**src/hdl/cpe_pkg.sv**
```systemverilog
package cpe_pkg;

  localparam int unsigned NumSteps = 16;

  // Q16.16 plant constants
  localparam logic signed [31:0] QGravity     = 32'sd642253;
  localparam logic signed [31:0] QPml         = 32'sd3277;
  localparam logic signed [31:0] QInvTm       = 32'sd59578;
  localparam logic signed [31:0] QMpTm        = 32'sd5958;
  localparam logic signed [31:0] QHalfLen     = 32'sd32768;
  localparam logic signed [31:0] QFourThirds  = 32'sd87381;
  localparam logic signed [31:0] QPmlTm       = 32'sd2979;
  localparam logic signed [31:0] QXBand       = 32'sd52429;
  localparam logic signed [31:0] QXdBand      = 32'sd32768;
  localparam logic signed [31:0] QOneDeg      = 32'sd1144;
  localparam logic signed [31:0] QSixDeg      = 32'sd6863;
  localparam logic signed [31:0] QFiftyDeg    = 32'sd57191;
  localparam logic signed [31:0] QPi          = 32'sd205887;
  localparam logic signed [31:0] QHalfPi      = 32'sd102944;
  localparam logic signed [31:0] QTwoPi       = 32'sd411775;
  localparam logic signed [31:0] QCordicK     = 32'sd39797;

  // register indexes
  localparam logic [1:0] RegForce    = 2'd0;
  localparam logic [1:0] RegTimeStep = 2'd1;
  localparam logic [1:0] RegPosLimit = 2'd2;
  localparam logic [1:0] RegAngLimit = 2'd3;

  localparam logic CmdStep  = 1'b0;
  localparam logic CmdReset = 1'b1;

  // arctangent table, Q16.16
  function automatic logic signed [31:0] atan_lut(input logic [3:0] idx);
    logic signed [31:0] v;
    case (idx)
      4'd0:  v = 32'sd51472;
      4'd1:  v = 32'sd30386;
      4'd2:  v = 32'sd16055;
      4'd3:  v = 32'sd8150;
      4'd4:  v = 32'sd4091;
      4'd5:  v = 32'sd2047;
      4'd6:  v = 32'sd1024;
      4'd7:  v = 32'sd512;
      4'd8:  v = 32'sd256;
      4'd9:  v = 32'sd128;
      4'd10: v = 32'sd64;
      4'd11: v = 32'sd32;
      4'd12: v = 32'sd16;
      4'd13: v = 32'sd8;
      4'd14: v = 32'sd4;
      default: v = 32'sd2;
    endcase
    return v;
  endfunction

  // truncating (toward zero) shift right of a signed value
  function automatic logic signed [31:0] tshr(input logic signed [31:0] v,
                                              input logic [3:0] sh);
    logic signed [31:0] a;
    a = (v < 0) ? -v : v;
    a = a >>> sh;
    return (v < 0) ? -a : a;
  endfunction

  typedef enum logic [4:0] {
    StIdle, StRed0, StRed1, StRed2, StCordic, StFold,
    StM0, StM1, StM2, StT0, StT1, StN0, StN1, StN2,
    StD0, StD1, StD2, StD3, StDiv, StX0, StX1,
    StU0, StU1, StU2, StU3, StOut
  } state_e;

  // operand pair to the shared multiplier
  typedef struct packed {
    logic signed [31:0] a;
    logic signed [31:0] b;
  } mul_req_t;

endpackage

```
**src/hdl/cpe_divider.sv**
```systemverilog
module cpe_divider
  import cpe_pkg::*;
(
  input  logic               clk_i,
  input  logic               rst_ni,
  input  logic               start_i,
  input  logic signed [31:0] num_i,
  input  logic signed [31:0] den_i,
  output logic               done_o,
  output logic        [48:0] quot_o,
  output logic               neg_o
);
  logic [48:0] dvd_q, dvd_d;
  logic [31:0] den_q, den_d;
  logic [32:0] rem_q, rem_d;
  logic [5:0]  cnt_q, cnt_d;
  logic        busy_q, busy_d;
  logic        neg_q, neg_d;
  logic [32:0] trial;
  logic [31:0] an;

  // restoring divide, one quotient bit per cycle
  always_comb begin
    dvd_d = dvd_q; den_d = den_q; rem_d = rem_q; cnt_d = cnt_q;
    busy_d = busy_q; neg_d = neg_q; done_o = 1'b0;
    an = num_i[31] ? 32'(-num_i) : num_i;
    trial = {rem_q[31:0], dvd_q[48]} - {1'b0, den_q};
    if (start_i) begin
      dvd_d = {an, 17'd0} >> 1;
      den_d = den_i;
      rem_d = '0;
      cnt_d = 6'd49;
      busy_d = 1'b1;
      neg_d = num_i[31];
    end else if (busy_q) begin
      if (!trial[32]) begin
        rem_d = trial;
        dvd_d = {dvd_q[47:0], 1'b1};
      end else begin
        rem_d = {rem_q[31:0], dvd_q[48]};
        dvd_d = {dvd_q[47:0], 1'b0};
      end
      cnt_d = cnt_q - 6'd1;
      if (cnt_q == 6'd1) begin
        busy_d = 1'b0;
        done_o = 1'b1;
      end
    end
  end

  always_ff @(posedge clk_i or negedge rst_ni) begin
    if (!rst_ni) begin
      busy_q <= 1'b0;
      cnt_q <= '0;
    end else begin
      busy_q <= busy_d;
      cnt_q <= cnt_d;
    end
  end

  always_ff @(posedge clk_i) begin
    dvd_q <= dvd_d; den_q <= den_d; rem_q <= rem_d; neg_q <= neg_d;
  end

  assign quot_o = dvd_q;
  assign neg_o = neg_q;
endmodule

```
**config.mk**
```make
export PLATFORM = sky130hd
export DESIGN_NAME = cpe_divider
export DESIGN_NICKNAME = d
export VERILOG_FILES = /design/src/hdl/cpe_pkg.sv /design/src/hdl/cpe_divider.sv
export SDC_FILE = /design/constraint.sdc
export NUM_CORES = 1
export LEC_CHECK = 0
export BUFFER_PORTS_ARGS = -buffer_cell sky130_fd_sc_hd__buf_4
export CORE_MARGIN = 1.5
export CORE_UTILIZATION = 31
export DETAILED_ROUTE_END_ITERATION = 12
export GPL_ROUTABILITY_DRIVEN = 0
export PLACE_DENSITY = 0.46
export RECOVER_POWER = 25
export SETUP_SLACK_MARGIN = 0.05
export SLEW_MARGIN = 20
export SYNTH_ARGS = -nofsm -noshare
export SYNTH_HDL_FRONTEND = slang
export SYNTH_SLANG_ARGS = --single-unit
export TNS_END_PERCENT = 10
```
**constraint.sdc**
```tcl
create_clock -name clk_i -period 4.3 [get_ports clk_i]
set_input_delay 0.86 -clock clk_i [delete_from_list [all_inputs] [get_ports clk_i]]
set_output_delay 0.86 -clock clk_i [all_outputs]
set_load 0.02 [all_outputs]
```
==> summary.md <==
| Metric | Value |
|---|---|
| Reg clk slew, reported paths | 0.06 ns |
| Commonest non-fill, non-tap cells in the layout | nand2_1, buf_4, nor2_1 |
| Input/output buffers | 117 |
| Critical path class | flop to flop |
| Max-slew violation count | 41 |
| Setup Fix Bufs, Post-CTS | 0 |
| Ant. Diodes | 0 |
| Clock Sinks | 121 |
| EDFF count, synth | 65 |
| Longest Clk Path Bufs | 2 |
| Wl on met1 | 8810 um |
| Peak Freq | 270 MHz |
| Failing checks | capacitance limit, slew limit |
| Routed WL | 18900 um |
| TritonCTS clock tree | yes |
| Syn-to-layout area delta | 23.6% |
| Largest net degree at the start of global routing | 80 |
| Antenna Nets Post-Route | 0 |
| Share of the synthesized area in the top cell type | 26.9% |
| Wire length of the first global-routing pass | 31200 um |
| Total of max-cap violations | 1 |
| # nets final | 1002 |
| Num CTS Buffers | 17 |
| Starting Density | 31.9% |
| Syn Area/Cell | 9.15 sq um |
| Power, Total | 0.00314 W |
| Layout Skew | 0.0126 ns |
| Clk_lat worst skew | 0.42 ns |
| Synth Instances | 793 |
| CP Max Fanout | 18 |
| RSZ-0062 raised after global routing | false |
| Cts hold-fix bufs | 0 |
| Die X-Extent | 156 um |
| Max Used Layer | met4 |
| Vias in the first global route | 6117 |
| Power per cell area | 350 nW/um^2 |
| CTS HTree Levels | 4 |
| Synth Net Count | 896 |
| DRT Pass-1 Iters | 6 |
| Floorplan Core Area | 22800 sq um |
| Die area | 24300 sq um |
| Via-per-instance ratio | 4.95 |
| Critical path startpoint category | flop |
| Slew @ Worst Pin | 2.21 ns |
| Synthesized area | 7260 sq um |
| Sequential fraction of the synthesis area | 42.8% |
| Maximum VDD drop | 0.195 mV |
| Cell variety after synth | 63 |
| Max_slew headroom | -47.7% |
| Post-CTS sizing | 0 |
| Status | finished with violations |
| Die Y | 156 um |
| Fin crit share | 86.1% |
| Ys async rst share | 5.79% |
| Req. time, crit path | 4.60 ns |
| Setup TNS | 0 ns |
| #FFs+latches synth | 121 |
| DR WL met2 | 8870 um |
| Yosys Warn Count | 0 |
| Synth area leaders | edfxtp_1, dfxtp_1, nand2_1 |
| Avg WL per Cell | 15.5 um |
| Total number of vias | 6061 |
| Root Buffer | clkbuf_16 |
| Layout cells sized above 1 | 18.1% |
| Initial antenna violation count | 0 |
| Starting DRT DRC Count | 326 |
| Critical Path End Type | flop |
| Final Hold Fails | 0 |
| Min Tclk post-route | 3.70 ns |
| Lkg Pwr | 3.86 nW |
| Grt ovf | 0 |
| Post-synth top area cell | edfxtp_1 |
| GRT Util Overall | 16.3% |
| Predominant post-synthesis flop cell | edfxtp_1 |
| DRC violations left | 0 |
| Floorplan row count | 55 |
| Final setup viols | 0 |
| Met3 WL | 1030 um |
| Most common cell after layout, fill and taps aside | nand2_1 |
| I/O pin cnt | 118 |
| Crit path DAT | 4.01 ns |
| HP Class | input pin to asynchronous set/reset pin |
| HPWL after detailed placement | 13200 um |
[report_power, final]
| part | leakage (nW) | internal [W] | switching, W |
|---|---|---|---|
| Sequential | 1.15 | 0.00130 | 0.0000426 |
| Clock | 0.255 | 0.000825 | 0.000549 |
| Combinational | 2.45 | 0.000182 | 0.000237 |
[cells in the mapped netlist, drive strengths merged, types with 5 or more instances]
library cell / count
a21o: 10
a21oi: 36
a22o: 5
a311oi: 28
a31oi: 6
buf: 9
clkbuf: 29
dfrtp: 7
dfxtp: 49
edfxtp: 65
ha: 35
inv: 48
mux2i: 24
nand2: 118
nand3: 16
nand3b: 5
nand4: 8
nor2: 70
nor2b: 7
nor3: 12
nor4: 5
o2111ai: 5
o21a: 6
o21ai: 61
o31ai: 12
o41ai: 5
or3: 8
xnor2: 22
xor2: 29
[sequential cells by signal, indices dropped and copies added, names as in the netlist]
name / cells
busy_q: 1
cnt_q: 6
den_q: 32
neg_o: 1
quot_o: 49
rem_q: 32
[final cells by class]
cell class              instances  area [sq um]
fillers                      2331         13800
multi-input cells             586          3800
flip-flops and latches        121          3110
repair buffers                125           923
clock buffers                  22           464
well taps                     313           392
inverters                      48           180
clock inverters                10          97.6
[path summary, 6_finish.rpt]
check | depth (start not counted) | slack, ns | start | to
max in group asynchronous | 1 | 3.65 | rst_ni | busy_q
hold / removal | 1 | 0.34 | rst_ni | cnt_q[5]
setup reg to reg | 13 | 0.60 | quot_o[48] | rem_q[11]
hold reg to reg | 2 | 0.50 | rem_q[7] | rem_q[8]
min in group clk_i | 2 | 0.50 | rem_q[7] | rem_q[8]
setup / recovery | 13 | 0.60 | quot_o[48] | rem_q[11]
[metrics by stage]
stage / instances / instance area [sq um] / hold slack, ns / util, % / setup WS, ns
floorplan: 793 / 7260 / 0.458 / - / 1.20
detailed placement: 1193 / 8420 / 0.493 / 37.0 / 0.620
global route: 1225 / 8970 / 0.347 / 39.4 / 0.244
finish: 1225 / 8970 / 0.340 / 39.4 / 0.596
global placement: 1193 / 8420 / 0.486 / 37.0 / 0.748
CTS: 1225 / 8980 / 0.225 / 39.4 / 0.580
[metal layers]
metal	GRT usage [%]	up-vias
met1	20.4	2831
met2	27.2	133
met4	5.12	0
met5	0	-
li1	-	3081
met3	4.56	16
[worst max-delay path, cell delays in order, from the launching register on]
cell	delay (ns)
dfxtp_1	0.39
inv_1	0.06
ha_1	0.23
fa_1	0.41
nor2b_1	0.16
o31a_1	0.18
o2111ai_1	0.16
a21oi_1	0.40
o21a_1	0.29
nor4b_4	0.10
nor3_4	0.49
buf_4	0.37
nand2_1	0.08
a311oi_1	0.27
[logic make-up (layout without fill, tap and decap cells)]
kind of cell,Yosys count,count (layout),synth area share [%]
compound gates,199,199,18.8
xor+xnor,51,51,6.16
fa+ha+maj,36,36,6.31
buf+inv,86,205,4.88
flops,121,121,42.8
mux,25,25,3.47
simple gates,275,275,17.6
No activity file was read; power rests on OpenSTA's default activity.
